[config.mk]
export PLATFORM = sky130hd
export DESIGN_NAME = rv32i_instruction_encoder_flat
export DESIGN_NICKNAME = d
export VERILOG_FILES = /design/src/rtl/core/rie_pkg.sv /design/src/rtl/core/rie_if.sv /design/src/rtl/core/rie_decode.sv /design/src/rtl/core/rie_encode.sv /design/src/rtl/core/rv32i_instruction_encoder.sv /design/src/flat_wrapper.sv
export VERILOG_INCLUDE_DIRS = /design/src /design/src/rtl/core
export SDC_FILE = /design/constraint.sdc
export NUM_CORES = 1
export LEC_CHECK = 0
export BUFFER_PORTS_ARGS = -buffer_cell sky130_fd_sc_hd__buf_2
export CORE_MARGIN = 2
export CORE_UTILIZATION = 57
export DETAILED_ROUTE_END_ITERATION = 10
export HOLD_SLACK_MARGIN = 0.06
export PLACE_DENSITY_LB_ADDON = 0.12
export SYNTH_ARGS = -nofsm -noshare
export SYNTH_HDL_FRONTEND = slang
export SYNTH_SLANG_ARGS = --single-unit
[constraint.sdc]
create_clock -name clk -period 4.9 [get_ports clk]
set_input_delay 0.735 -clock clk [delete_from_list [all_inputs] [get_ports clk]]
set_output_delay 0.735 -clock clk [all_outputs]
set_load 0.03 [all_outputs]
[src/rtl/core/rv32i_instruction_encoder_macros.svh]
`ifndef RV32I_INSTRUCTION_ENCODER_MACROS_SVH
`define RV32I_INSTRUCTION_ENCODER_MACROS_SVH

// same-cycle implication, checked outside reset
`define RIE_ASSERT_NOW(label, ante, cons, msg) \
  label: assert property (@(posedge clk) disable iff (rst) (ante) |-> (cons)) \
    else $error(msg);

// next-cycle implication, checked outside reset
`define RIE_ASSERT_NEXT(label, ante, cons, msg) \
  label: assert property (@(posedge clk) disable iff (rst) (ante) |=> (cons)) \
    else $error(msg);

`endif

[src/rtl/core/rie_pkg.sv]
`default_nettype none

package rie_pkg;

  // base opcodes
  localparam logic [6:0] OP_IMM    = 7'h13;
  localparam logic [6:0] OP_REG    = 7'h33;
  localparam logic [6:0] OP_BRANCH = 7'h63;
  localparam logic [6:0] OP_STORE  = 7'h23;
  localparam logic [6:0] OP_LOAD   = 7'h03;
  localparam logic [6:0] OP_JAL    = 7'h6F;
  localparam logic [6:0] OP_JALR   = 7'h67;
  localparam logic [6:0] OP_LUI    = 7'h37;
  localparam logic [6:0] OP_AUIPC  = 7'h17;

  localparam logic [31:0] WORD_ECALL  = 32'h0000_0073;
  localparam logic [31:0] WORD_EBREAK = 32'h0010_0073;
  localparam logic [6:0]  F7_ALT      = 7'h20;
  localparam logic [6:0]  F7_BASE     = 7'h00;

  // status codes
  localparam logic [2:0] ST_OK      = 3'd0;
  localparam logic [2:0] ST_UNKNOWN = 3'd1;
  localparam logic [2:0] ST_IMM     = 3'd2;
  localparam logic [2:0] ST_ALIGN   = 3'd3;
  localparam logic [2:0] ST_OFFSET  = 3'd4;
  localparam logic [2:0] ST_SHIFT   = 3'd5;

  // mnemonic codes
  localparam logic [5:0] MN_NOP    = 6'd0;
  localparam logic [5:0] MN_ADD    = 6'd1;
  localparam logic [5:0] MN_SUB    = 6'd2;
  localparam logic [5:0] MN_SLL    = 6'd3;
  localparam logic [5:0] MN_SLT    = 6'd4;
  localparam logic [5:0] MN_SLTU   = 6'd5;
  localparam logic [5:0] MN_XOR    = 6'd6;
  localparam logic [5:0] MN_SRL    = 6'd7;
  localparam logic [5:0] MN_SRA    = 6'd8;
  localparam logic [5:0] MN_OR     = 6'd9;
  localparam logic [5:0] MN_AND    = 6'd10;
  localparam logic [5:0] MN_ADDI   = 6'd11;
  localparam logic [5:0] MN_SLTI   = 6'd12;
  localparam logic [5:0] MN_SLTIU  = 6'd13;
  localparam logic [5:0] MN_XORI   = 6'd14;
  localparam logic [5:0] MN_ORI    = 6'd15;
  localparam logic [5:0] MN_ANDI   = 6'd16;
  localparam logic [5:0] MN_SLLI   = 6'd17;
  localparam logic [5:0] MN_SRLI   = 6'd18;
  localparam logic [5:0] MN_SRAI   = 6'd19;
  localparam logic [5:0] MN_LUI    = 6'd20;
  localparam logic [5:0] MN_JAL    = 6'd21;
  localparam logic [5:0] MN_JALR   = 6'd22;
  localparam logic [5:0] MN_LB     = 6'd23;
  localparam logic [5:0] MN_LH     = 6'd24;
  localparam logic [5:0] MN_LW     = 6'd25;
  localparam logic [5:0] MN_LBU    = 6'd26;
  localparam logic [5:0] MN_LHU    = 6'd27;
  localparam logic [5:0] MN_SB     = 6'd28;
  localparam logic [5:0] MN_SH     = 6'd29;
  localparam logic [5:0] MN_SW     = 6'd30;
  localparam logic [5:0] MN_BEQ    = 6'd31;
  localparam logic [5:0] MN_BNE    = 6'd32;
  localparam logic [5:0] MN_BLT    = 6'd33;
  localparam logic [5:0] MN_BGE    = 6'd34;
  localparam logic [5:0] MN_BLTU   = 6'd35;
  localparam logic [5:0] MN_BGEU   = 6'd36;
  localparam logic [5:0] MN_AUIPC  = 6'd37;
  localparam logic [5:0] MN_ECALL  = 6'd38;
  localparam logic [5:0] MN_EBREAK = 6'd39;

  typedef enum logic [3:0] {
    FMT_NOP,
    FMT_R,
    FMT_I,
    FMT_SHIFT,
    FMT_U,
    FMT_J,
    FMT_S,
    FMT_B,
    FMT_ECALL,
    FMT_EBREAK,
    FMT_BAD
  } fmt_t;

  typedef struct packed {
    fmt_t       fmt;
    logic [2:0] funct3;
    logic [6:0] funct7;
    logic [6:0] opcode;
  } ctrl_t;

  typedef struct packed {
    logic [5:0]        req_type;
    logic [4:0]        dest_reg;
    logic [4:0]        src_reg1;
    logic [4:0]        src_reg2;
    logic signed [31:0] immediate;
    logic [31:0]       current_address;
  } req_t;

endpackage

`default_nettype wire

[src/rtl/core/rie_if.sv]
`default_nettype none

interface rie_req_if;
  logic               valid;
  logic               ready;
  logic [5:0]         req_type;
  logic [4:0]         dest_reg;
  logic [4:0]         src_reg1;
  logic [4:0]         src_reg2;
  logic signed [31:0] immediate;
  logic [31:0]        current_address;

  modport source (
    output valid, req_type, dest_reg, src_reg1, src_reg2, immediate, current_address,
    input  ready
  );
  modport sink (
    input  valid, req_type, dest_reg, src_reg1, src_reg2, immediate, current_address,
    output ready
  );
endinterface

interface rie_rsp_if;
  logic        valid;
  logic        ready;
  logic [31:0] encoded_word;
  logic [2:0]  status;

  modport source (
    output valid, encoded_word, status,
    input  ready
  );
  modport sink (
    input  valid, encoded_word, status,
    output ready
  );
endinterface

`default_nettype wire

[src/rtl/core/rie_decode.sv]
`default_nettype none

module rie_decode (
  input  logic [5:0]     code,
  output rie_pkg::ctrl_t ctrl
);
  import rie_pkg::*;

  always_comb begin
    ctrl.fmt    = FMT_BAD;
    ctrl.funct3 = 3'd0;
    ctrl.funct7 = F7_BASE;
    ctrl.opcode = OP_IMM;
    unique case (code)
      MN_NOP:    ctrl.fmt = FMT_NOP;
      MN_ADD:    begin ctrl.fmt = FMT_R; ctrl.opcode = OP_REG; end
      MN_SUB:    begin ctrl.fmt = FMT_R; ctrl.opcode = OP_REG; ctrl.funct7 = F7_ALT; end
      MN_SLL:    begin ctrl.fmt = FMT_R; ctrl.opcode = OP_REG; ctrl.funct3 = 3'd1; end
      MN_SLT:    begin ctrl.fmt = FMT_R; ctrl.opcode = OP_REG; ctrl.funct3 = 3'd2; end
      MN_SLTU:   begin ctrl.fmt = FMT_R; ctrl.opcode = OP_REG; ctrl.funct3 = 3'd3; end
      MN_XOR:    begin ctrl.fmt = FMT_R; ctrl.opcode = OP_REG; ctrl.funct3 = 3'd4; end
      MN_SRL:    begin ctrl.fmt = FMT_R; ctrl.opcode = OP_REG; ctrl.funct3 = 3'd5; end
      MN_SRA:    begin
        ctrl.fmt = FMT_R; ctrl.opcode = OP_REG; ctrl.funct3 = 3'd5; ctrl.funct7 = F7_ALT;
      end
      MN_OR:     begin ctrl.fmt = FMT_R; ctrl.opcode = OP_REG; ctrl.funct3 = 3'd6; end
      MN_AND:    begin ctrl.fmt = FMT_R; ctrl.opcode = OP_REG; ctrl.funct3 = 3'd7; end
      MN_ADDI:   ctrl.fmt = FMT_I;
      MN_SLTI:   begin ctrl.fmt = FMT_I; ctrl.funct3 = 3'd2; end
      MN_SLTIU:  begin ctrl.fmt = FMT_I; ctrl.funct3 = 3'd3; end
      MN_XORI:   begin ctrl.fmt = FMT_I; ctrl.funct3 = 3'd4; end
      MN_ORI:    begin ctrl.fmt = FMT_I; ctrl.funct3 = 3'd6; end
      MN_ANDI:   begin ctrl.fmt = FMT_I; ctrl.funct3 = 3'd7; end
      MN_SLLI:   begin ctrl.fmt = FMT_SHIFT; ctrl.funct3 = 3'd1; end
      MN_SRLI:   begin ctrl.fmt = FMT_SHIFT; ctrl.funct3 = 3'd5; end
      MN_SRAI:   begin ctrl.fmt = FMT_SHIFT; ctrl.funct3 = 3'd5; ctrl.funct7 = F7_ALT; end
      MN_LUI:    begin ctrl.fmt = FMT_U; ctrl.opcode = OP_LUI; end
      MN_AUIPC:  begin ctrl.fmt = FMT_U; ctrl.opcode = OP_AUIPC; end
      MN_JAL:    begin ctrl.fmt = FMT_J; ctrl.opcode = OP_JAL; end
      MN_JALR:   begin ctrl.fmt = FMT_I; ctrl.opcode = OP_JALR; end
      MN_LB:     begin ctrl.fmt = FMT_I; ctrl.opcode = OP_LOAD; end
      MN_LH:     begin ctrl.fmt = FMT_I; ctrl.opcode = OP_LOAD; ctrl.funct3 = 3'd1; end
      MN_LW:     begin ctrl.fmt = FMT_I; ctrl.opcode = OP_LOAD; ctrl.funct3 = 3'd2; end
      MN_LBU:    begin ctrl.fmt = FMT_I; ctrl.opcode = OP_LOAD; ctrl.funct3 = 3'd4; end
      MN_LHU:    begin ctrl.fmt = FMT_I; ctrl.opcode = OP_LOAD; ctrl.funct3 = 3'd5; end
      MN_SB:     begin ctrl.fmt = FMT_S; ctrl.opcode = OP_STORE; end
      MN_SH:     begin ctrl.fmt = FMT_S; ctrl.opcode = OP_STORE; ctrl.funct3 = 3'd1; end
      MN_SW:     begin ctrl.fmt = FMT_S; ctrl.opcode = OP_STORE; ctrl.funct3 = 3'd2; end
      MN_BEQ:    begin ctrl.fmt = FMT_B; ctrl.opcode = OP_BRANCH; end
      MN_BNE:    begin ctrl.fmt = FMT_B; ctrl.opcode = OP_BRANCH; ctrl.funct3 = 3'd1; end
      MN_BLT:    begin ctrl.fmt = FMT_B; ctrl.opcode = OP_BRANCH; ctrl.funct3 = 3'd4; end
      MN_BGE:    begin ctrl.fmt = FMT_B; ctrl.opcode = OP_BRANCH; ctrl.funct3 = 3'd5; end
      MN_BLTU:   begin ctrl.fmt = FMT_B; ctrl.opcode = OP_BRANCH; ctrl.funct3 = 3'd6; end
      MN_BGEU:   begin ctrl.fmt = FMT_B; ctrl.opcode = OP_BRANCH; ctrl.funct3 = 3'd7; end
      MN_ECALL:  ctrl.fmt = FMT_ECALL;
      MN_EBREAK: ctrl.fmt = FMT_EBREAK;
      default:   ctrl.fmt = FMT_BAD;
    endcase
  end

endmodule

`default_nettype wire

[src/rtl/core/rie_encode.sv]
`default_nettype none

module rie_encode (
  input  rie_pkg::ctrl_t ctrl,
  input  rie_pkg::req_t  item,
  output logic [31:0]    encoded_word,
  output logic [2:0]     status
);
  import rie_pkg::*;

  logic [31:0] imm;
  logic [31:0] off;
  logic        imm_ok;
  logic        shamt_ok;
  logic        b_ok;
  logic        j_ok;
  logic [31:0] word;

  assign imm = item.immediate;
  // pc-relative offset, wraps mod 2^32
  assign off = imm - item.current_address;

  assign imm_ok   = (imm[31:11] == {21{imm[11]}});
  assign shamt_ok = (imm[31:5] == 27'd0);
  assign b_ok     = (off[31:12] == {20{off[12]}});
  assign j_ok     = (off[31:20] == {12{off[20]}});

  always_comb begin
    word   = 32'd0;
    status = ST_OK;
    unique case (ctrl.fmt)
      FMT_NOP: word = {25'd0, OP_IMM};
      FMT_R: word = {ctrl.funct7, item.src_reg2, item.src_reg1, ctrl.funct3,
                     item.dest_reg, ctrl.opcode};
      FMT_I: begin
        if (!imm_ok) status = ST_IMM;
        else word = {imm[11:0], item.src_reg1, ctrl.funct3, item.dest_reg, ctrl.opcode};
      end
      FMT_SHIFT: begin
        if (!shamt_ok) status = ST_SHIFT;
        else word = {ctrl.funct7, imm[4:0], item.src_reg1, ctrl.funct3,
                     item.dest_reg, ctrl.opcode};
      end
      FMT_U: word = {imm[31:12], item.dest_reg, ctrl.opcode};
      FMT_J: begin
        // alignment wins over range
        if (off[0]) status = ST_ALIGN;
        else if (!j_ok) status = ST_OFFSET;
        else word = {off[20], off[10:1], off[11], off[19:12], item.dest_reg, ctrl.opcode};
      end
      FMT_S: begin
        if (!imm_ok) status = ST_IMM;
        else word = {imm[11:5], item.src_reg2, item.src_reg1, ctrl.funct3, imm[4:0],
                     ctrl.opcode};
      end
      FMT_B: begin
        if (off[0]) status = ST_ALIGN;
        else if (!b_ok) status = ST_OFFSET;
        else word = {off[12], off[10:5], item.src_reg2, item.src_reg1, ctrl.funct3,
                     off[4:1], off[11], ctrl.opcode};
      end
      FMT_ECALL:  word = WORD_ECALL;
      FMT_EBREAK: word = WORD_EBREAK;
      default:    status = ST_UNKNOWN;
    endcase
  end

  assign encoded_word = (status == ST_OK) ? word : 32'd0;

endmodule

`default_nettype wire

[src/rtl/core/rv32i_instruction_encoder.sv]
// an accepted input beat passes the input register, then the result register, to reach rsp
// throughput: one instruction per cycle while rsp is ready, set by the input and result registers
// while a finished word waits on rsp, the input register can still take a beat if it is empty
// reset: synchronous, active high; clears both valid flags, payload is not reset
`default_nettype none
`include "rv32i_instruction_encoder_macros.svh"

module rv32i_instruction_encoder (
  input  logic      clk,
  input  logic      rst,
  rie_req_if.sink   req,
  rie_rsp_if.source rsp
);
  import rie_pkg::*;

  logic        in_valid;
  req_t        in_item;
  logic        out_valid;
  logic [31:0] out_word;
  logic [2:0]  out_status;

  logic        out_adv;
  logic        in_adv;
  ctrl_t       ctrl;
  logic [31:0] word_next;
  logic [2:0]  status_next;

  assign out_adv   = !out_valid || rsp.ready;
  assign in_adv    = !in_valid || out_adv;
  assign req.ready = in_adv;

  always_ff @(posedge clk) begin
    if (rst) begin
      in_valid <= 1'b0;
    end else if (in_adv) begin
      in_valid <= req.valid;
    end
  end

  always_ff @(posedge clk) begin
    if (in_adv && req.valid) begin
      in_item.req_type        <= req.req_type;
      in_item.dest_reg        <= req.dest_reg;
      in_item.src_reg1        <= req.src_reg1;
      in_item.src_reg2        <= req.src_reg2;
      in_item.immediate       <= req.immediate;
      in_item.current_address <= req.current_address;
    end
  end

  rie_decode u_decode (
    .code (in_item.req_type),
    .ctrl (ctrl)
  );

  rie_encode u_encode (
    .ctrl         (ctrl),
    .item         (in_item),
    .encoded_word (word_next),
    .status       (status_next)
  );

  always_ff @(posedge clk) begin
    if (rst) begin
      out_valid <= 1'b0;
    end else if (out_adv) begin
      out_valid <= in_valid;
    end
  end

  always_ff @(posedge clk) begin
    if (out_adv && in_valid) begin
      out_word   <= word_next;
      out_status <= status_next;
    end
  end

  assign rsp.valid        = out_valid;
  assign rsp.encoded_word = out_word;
  assign rsp.status       = out_status;

  `RIE_ASSERT_NOW(a_err_word_zero, out_valid && out_status != ST_OK, out_word == 32'd0,
                  "word not zero on error status")
  `RIE_ASSERT_NOW(a_status_range, out_valid, out_status <= ST_SHIFT, "status code out of range")
  `RIE_ASSERT_NEXT(a_in_capture, req.valid && req.ready, in_valid, "beat lost at input register")
  `RIE_ASSERT_NEXT(a_out_capture, in_valid && out_adv, out_valid, "beat lost at result register")

endmodule

`default_nettype wire

[src/flat_wrapper.sv]
// flat-port wrapper written by rule: the top's interface ports become plain ports
module rv32i_instruction_encoder_flat import rie_pkg::*;
  (clk, rst, req_valid, req_req_type, req_dest_reg, req_src_reg1, req_src_reg2, req_immediate, req_current_address, req_ready, rsp_valid, rsp_encoded_word, rsp_status, rsp_ready);
  rie_req_if req_i ();
  rie_rsp_if rsp_i ();
  input  logic clk;
  input  logic rst;
  input wire logic [$bits(req_i.valid)-1:0] req_valid;
  input wire logic [$bits(req_i.req_type)-1:0] req_req_type;
  input wire logic [$bits(req_i.dest_reg)-1:0] req_dest_reg;
  input wire logic [$bits(req_i.src_reg1)-1:0] req_src_reg1;
  input wire logic [$bits(req_i.src_reg2)-1:0] req_src_reg2;
  input wire logic [$bits(req_i.immediate)-1:0] req_immediate;
  input wire logic [$bits(req_i.current_address)-1:0] req_current_address;
  output wire logic [$bits(req_i.ready)-1:0] req_ready;
  output wire logic [$bits(rsp_i.valid)-1:0] rsp_valid;
  output wire logic [$bits(rsp_i.encoded_word)-1:0] rsp_encoded_word;
  output wire logic [$bits(rsp_i.status)-1:0] rsp_status;
  input wire logic [$bits(rsp_i.ready)-1:0] rsp_ready;
  assign req_i.valid = req_valid;
  assign req_i.req_type = req_req_type;
  assign req_i.dest_reg = req_dest_reg;
  assign req_i.src_reg1 = req_src_reg1;
  assign req_i.src_reg2 = req_src_reg2;
  assign req_i.immediate = req_immediate;
  assign req_i.current_address = req_current_address;
  assign req_ready = req_i.ready;
  assign rsp_valid = rsp_i.valid;
  assign rsp_encoded_word = rsp_i.encoded_word;
  assign rsp_status = rsp_i.status;
  assign rsp_i.ready = rsp_ready;
  rv32i_instruction_encoder u_core (.clk(clk), .rst(rst), .req(req_i), .rsp(rsp_i));
endmodule
# After elaboration in Yosys (flattened, before gate mapping)
# Index checks and enable logic that the tools add are counted.
# totals
ff_bits,122
mem_count,0
rom_bits,0
input_bits,89
latchBits,0
elab_cells,108
output_inout_bits,37
ram_bits,0
# op_classes
eq_ne,51
n_mul,0
bitwise,0
addsub,1
shifts,0
n_reduce_logical,27
n_lt_le_gt_ge,0
mux,19
div_mod_pow,0
# ops
op,n
$pmux W32 S10,1
$mux W32,7
$eq A6 B5 Y1 const B,16
$pmux W7 S8,1
$eq A6 B4 Y1 const B,8
$eq A6 B6 Y1 const B,8
$pmux W4 S10,1
$sub A32 B32 Y32,1
$logic_not A27 Y1,1
$eq A6 B3 Y1 const B,4
$pmux W3 S7,1
$eq A20 B20 Y1,1
$eq A19 B19 Y1,1
$eq A4 B3 Y1 const B,4
$mux W3,5
$pmux W3 S5,1
$reduce_or A3 Y1,5
$reduce_or A5 Y1,3
$eq A6 B2 Y1 const B,2
$reduce_or A12 Y1,1
$reduce_or A6 Y1,2
$eq A11 B11 Y1,1
$reduce_or A10 Y1,1
$eq A4 B2 Y1 const B,2
other kinds (13),20

# Longest topological paths before layout
# depth
depth_word,7
depth_mapped,17
mapped_depth_nobuf,16

# By module
# From an unflattened synthesis, not the netlist that was laid out.
# unflattened
hier_cells,813
hier_area_um2,7961.4
# modules_own_cells
module,cells_per_inst,instances,area_per_inst_um2
rv32i_instruction_encoder,130,1,3707.3
rie_encode,573,1,3564.7
rie_decode,110,1,689.4

# Worst setup path before layout
# Ideal clock, no wire load.
# synth_timing
kind,reg-to-reg
start,reg u_core.in_item[32] in the netlist's numbering
end,"reg u_core.out_word[10], in the netlist u_core.rsp.encoded_word[10] (data pin)"
path_slack_ns,0.960
required_ns,4.639
setup_ns,0.261
path_buffers,0
synth_period_minus_slack_ns,3.940
arrival_ns,3.679
stages_incl_launch_ff,17
cell_sequence,edfxtp_1 > inv_1 > ha_1 > inv_1 > fa_1 > a211oi_1 > o21ai_1 > a22oi_2 > a211oi_1 > or4_1 > and4_1 > nand4b_1 > a21oi_2 > nand3_4 > inv_4 > or4_4 > a221o_1
# synth_between
elab_chain_len,6
word_cells_on_any_way,14
cone_classes,add/sub (1); eq/ne (2); mux (10); reduce/logical (1)
# synth_rtl
item,line,text
start: declaration,rv32i_instruction_encoder.sv:17,req_t in_item;
$sub A32 B32 Y32 *,rie_encode.sv:21,assign off = imm - item.current_address;
$eq A19 B19 Y1 or $eq A11 B11 Y1 (tied branches),"rie_encode.sv:25, rie_encode.sv:26",
"$mux W3, on equally long branches","rie_encode.sv:58, rie_encode.sv:48",
"$mux W3, on equally long branches","rie_encode.sv:57, rie_encode.sv:47",
$pmux W3 S5,rie_encode.sv:31,unique case (ctrl.fmt)
$logic_not A3 Y1,rie_encode.sv:68,assign encoded_word = (status == ST_OK) ? word : 32'd0;
end signal: assignment,rv32i_instruction_encoder.sv:73,out_word <= word_next;
end: declaration,rv32i_instruction_encoder.sv:19,logic [31:0] out_word;
# Every way passes the cells marked *; elsewhere a longest branch is shown, timed or not.
# A chain may end at the register's enable or synchronous reset.

# Worst setup path in the final report
# layout_timing
start,reg u_core.in_item[32] in the netlist's numbering
end,"reg u_core.out_word[25], in the netlist u_core.rsp.encoded_word[25] (data pin)"
# Same word-level chain as after synthesis.

==> impl_metrics.csv <==
group,metric,value,unit
die,start_util,0.576,
grt,grt_pass1_vias,6351,
setup_path,crit_cells,16,
synthesis,synthTopCellsByCount,"119 x edfxtp_1, 67 x nand2_1, 66 x a21oi_1",
synthesis,synth_nets,887,
setup_path,path_class,"reg -> reg",
detailed_routing,ant_nets,0,
synthesis,synth_compound_area_frac,0.215,
power,seqPwrFrac,0.411,
synthesis,synth_area_leaders,"edfxtp_1 47%, ha_1 5.3%, a21oi_1 4.4%, nand2_1 3.3%, o21ai_0 3.1%",
place,place.gp.congestion,0.976,
timing,fmax,209,MHz
clock_tree,cts.clk_slew.worst_paths,0.06,ns
place,dp_slack,0.124,ns
power,p_comb_frac,0.193,
layout,area_delta_synth_final,17.7,%
die,rows,42,
setup_path,cp.arrival,4.91,ns
power,swShare,0.291,
timing,worst_pin_slew,1.11,ns
grt,grt_max_degree,86,
timing,slew_viol_final,0,
layout,final_area,8880,sq um
layout,n_fill_cell,1004,
detailed_routing,vias_per_cell,6.35,
clock_tree,cts_tree,"built",
timing,slew_headroom,0.259,
power,pwr-share-clk,0.396,
synthesis,synthFlopType,"edfxtp_1",
detailed_routing,route.detailed.drc,0,
setup_path,required,5.03,ns
clock_tree,clk_path_buf_depth,2,
synthesis,synth_top_family_by_area,"compound AO/OA/AOI/OAI gates",
setup_path,startpoint,"u_core.in_item[32]",
synthesis,yosys.area_share.simple,0.175,
setup_path,cpPeakStageDelay,0.68,ns
synthesis,ys_warn_count,0,
synthesis,synth-xor-area-share,0.0244,
setup_path,end_kind,"register",
setup_path,crit_family,"compound AO/OA/AOI/OAI gates",
power,power.leakage,3.54,nW
grt,track_usage,0.315,
synthesis,ys_ff_latch,121,
synthesis,seq_area_frac_synth,0.479,
layout,num_antenna_cells,0,
setup_path,crit_chain,"inv_1 > ha_1 > inv_1 > fa_1 > a211oi_1 > o211ai_1 > a21oi_1 > or3_1 > a22o_1 > xor2_1 > a221o_1 > a21oi_2 > nand3_4 > inv_4 > a21oi_1 > o21ai_0",
clock_tree,postCtsSetupBuffers,0,
synthesis,synth-adder-area-share,0.0557,
detailed_routing,drt_first_pass_iters,5,
power,power_switching,0.888,mW
clock_tree,htree_levels,4,
detailed_routing,drt_wl_total,21.9,mm
synthesis,synth.cell_area,7540,sq um
setup_path,critPathBufInv,3,
power,powerDensity,344,nW/um^2
detailed_routing,post_drt_wl_per_cell,20.5,um
synthesis,synth_top_area_frac,0.474,
detailed_routing,drt_iter0_markers,759,
setup_path,rr_endpoint,"u_core.rsp.encoded_word[25]",
job,max-cap-violations,0,
synthesis,avgSynthCellArea,9.86,sq um
place,dp.final_hpwl,16.3,mm
clock_tree,numCtsBuffers,17,
setup_path,worst_path_max_delay_cell,"a21oi_1",
clock_tree,cts.sinks,121,
timing,layout_worst_path_cycle_share,0.977,
power,ir_drop,0.365,mV
timing,finClkSkew,0.0148,ns
grt,grt_pass1_wl,33.8,mm
run_status,status,"finished clean",
die,die_h,119,um
clock_tree,clock_latency,0.43,ns
synthesis,syn_inst,765,
setup_path,start_kind,"register",
setup_path,worstPathMaxFanout,14,
layout,layout.nets,1001,
place,placed_area,8300,sq um
setup_path,regToRegSetupSlack,0.11,ns
timing,period_needed,4.79,ns
clock_tree,cts.repair.resized,0,
die,core_area,13100,sq um
die,die-width,119,um
synthesis,synth-async-reset-ratio,0,
die,io_pins,126,
clock_tree,clock-root-buffer,"clkbuf_16",
detailed_routing,route.vias.total,6778,
setup_path,setup.worst_path.end,"u_core.rsp.encoded_word[25]",
synthesis,muxShareOfSynthArea,0.00415,
power,total_power,3.06,mW
timing,fin_ws,0.113,ns
synthesis,synth_edf_count,119,
synthesis,netlist-cell-type-count,75,
synthesis,synth_top_cell_by_area,"edfxtp_1",
timing,rsz0062_at_grt,"true",
setup_path,reg2reg_depth,16,
grt,antenna_found_initial,0,
die,dieArea,14200,sq um
place,port_buffers,125,
synthesis,synth_most_common_cell,"edfxtp_1",
setup_path,r2r_start,"u_core.in_item[32]",
timing,hold_viol_final,0,
min_path,hp-class,"in -> reg",
power,intPower,2.17,mW
clock_tree,postCtsHoldBufs,0,
timing,setup_viol_count_final,0,
layout,drive_gt1_frac,0.205,
grt,overflow,0,
place,dp.cells,1036,
layout,layout.cells.non_filler,1067,
worst min path at each step:
stage                       startpoint                 end  slack, ns  cells after the start
3_3_place_gp           u_core.in_valid    u_core.rsp.valid       0.49                      2
4_1_cts        req_current_address[13]  u_core.in_item[13]       0.47                      1
6_report               req_dest_reg[2]  u_core.in_item[76]       0.48                      1
5_1_grt                req_dest_reg[2]  u_core.in_item[76]       0.46                      1
2_1_floorplan          u_core.in_valid    u_core.rsp.valid       0.48                      2
3_5_place_dp           u_core.in_valid    u_core.rsp.valid       0.52                      2
sequential cells by signal, summed over array words and instances (netlist names):
name                     cells
u_core.in_item              85
u_core.rsp.status            3
u_core.in_valid              1
u_core.rsp.valid             1
u_core.rsp.encoded_word     31
final cells by class:
class / count / area (sq um) / area share
inverter: 52 / 198 / 0.0223
clock inverter: 13 / 143 / 0.0161
timing repair buffer: 131 / 671 / 0.0755
clock buffer: 18 / 429 / 0.0483
tap: 176 / 220 / 0.0248
multi-input combinational: 556 / 3610 / 0.406
sequential: 121 / 3610 / 0.407
stage by stage:
stage	TNS (ns)	util	hold WS, ns
2_1_floorplan	0	-	0.478
3_3_place_gp	0	0.634	0.493
3_5_place_dp	0	0.634	0.523
4_1_cts	0	0.678	0.469
5_1_grt	-0.0262	0.679	0.465
6_report	0	0.679	0.479
worst register-to-register path, stage by stage (launching register included):
cell	delay, ns
edfxtp_1	0.41
inv_1	0.08
ha_1	0.18
inv_1	0.07
fa_1	0.42
a211oi_1	0.34
o211ai_1	0.19
a21oi_1	0.47
or3_1	0.24
a22o_1	0.15
xor2_1	0.30
a221o_1	0.34
a21oi_2	0.08
nand3_4	0.13
inv_4	0.12
a21oi_1	0.68
o21ai_0	0.28
per-layer routing:
| layer | wire length [um] | GRT usage | part of all wire | up-vias |
|---|---|---|---|---|
| met3 | 2050 | 0.0867 | 0.094 | 50 |
| met4 | 658 | 0.138 | 0.030 | 0 |
| met1 | 9480 | 0.444 | 0.43 | 3177 |
| li1 | - | - | - | 3154 |
| met2 | 9690 | 0.457 | 0.44 | 397 |
| met5 | 0 | 0 | 0 | - |
power groups by stage:
stage / logic [mW] / registers, mW / clock network [mW]
4_1_cts: 0.573 / 1.25 / 1.23
2_1_floorplan: 0.380 / 1.28 / 0
3_5_place_dp: 0.568 / 1.27 / 0
6_report: 0.590 / 1.26 / 1.21
3_3_place_gp: 0.563 / 1.27 / 0
5_1_grt: 0.639 / 1.26 / 1.27
cells in the final DEF (no fill, tap or decap), types with 3 or more instances in the layout:
cell,n
a21oi_1,65
nor2_1,61
and2_1,11
clkinv_1,3
and3_1,5
o22ai_1,5
a31oi_1,7
o211ai_1,10
nor3_1,21
a221o_1,14
a211oi_1,11
o21ai_0,47
and4_1,13
ha_1,32
a22o_1,7
nand4_1,10
nand2_1,67
buf_4,6
nor2b_1,3
a221oi_1,3
buf_2,125
or3_1,4
xnor2_1,13
inv_1,50
o21bai_1,7
clkbuf_16,17
or4_1,3
nor3b_1,5
nor4_1,7
nand2b_1,10
a21o_1,11
o21ai_1,6
nand3_1,18
xor2_1,8
o221ai_1,6
inv_6,6
a22oi_1,11
or2_2,5
a211o_1,4
edfxtp_1,119
cells by family after synthesis:
family,Yosys count
buffers and inverters,88
XOR/XNOR,21
adder cells (fa/ha/maj),33
AND/OR/NAND/NOR,256
AO/OA/AOI/OAI,243
multiplexers,3
flip-flops,121
Power figures use the tool's default switching activity.
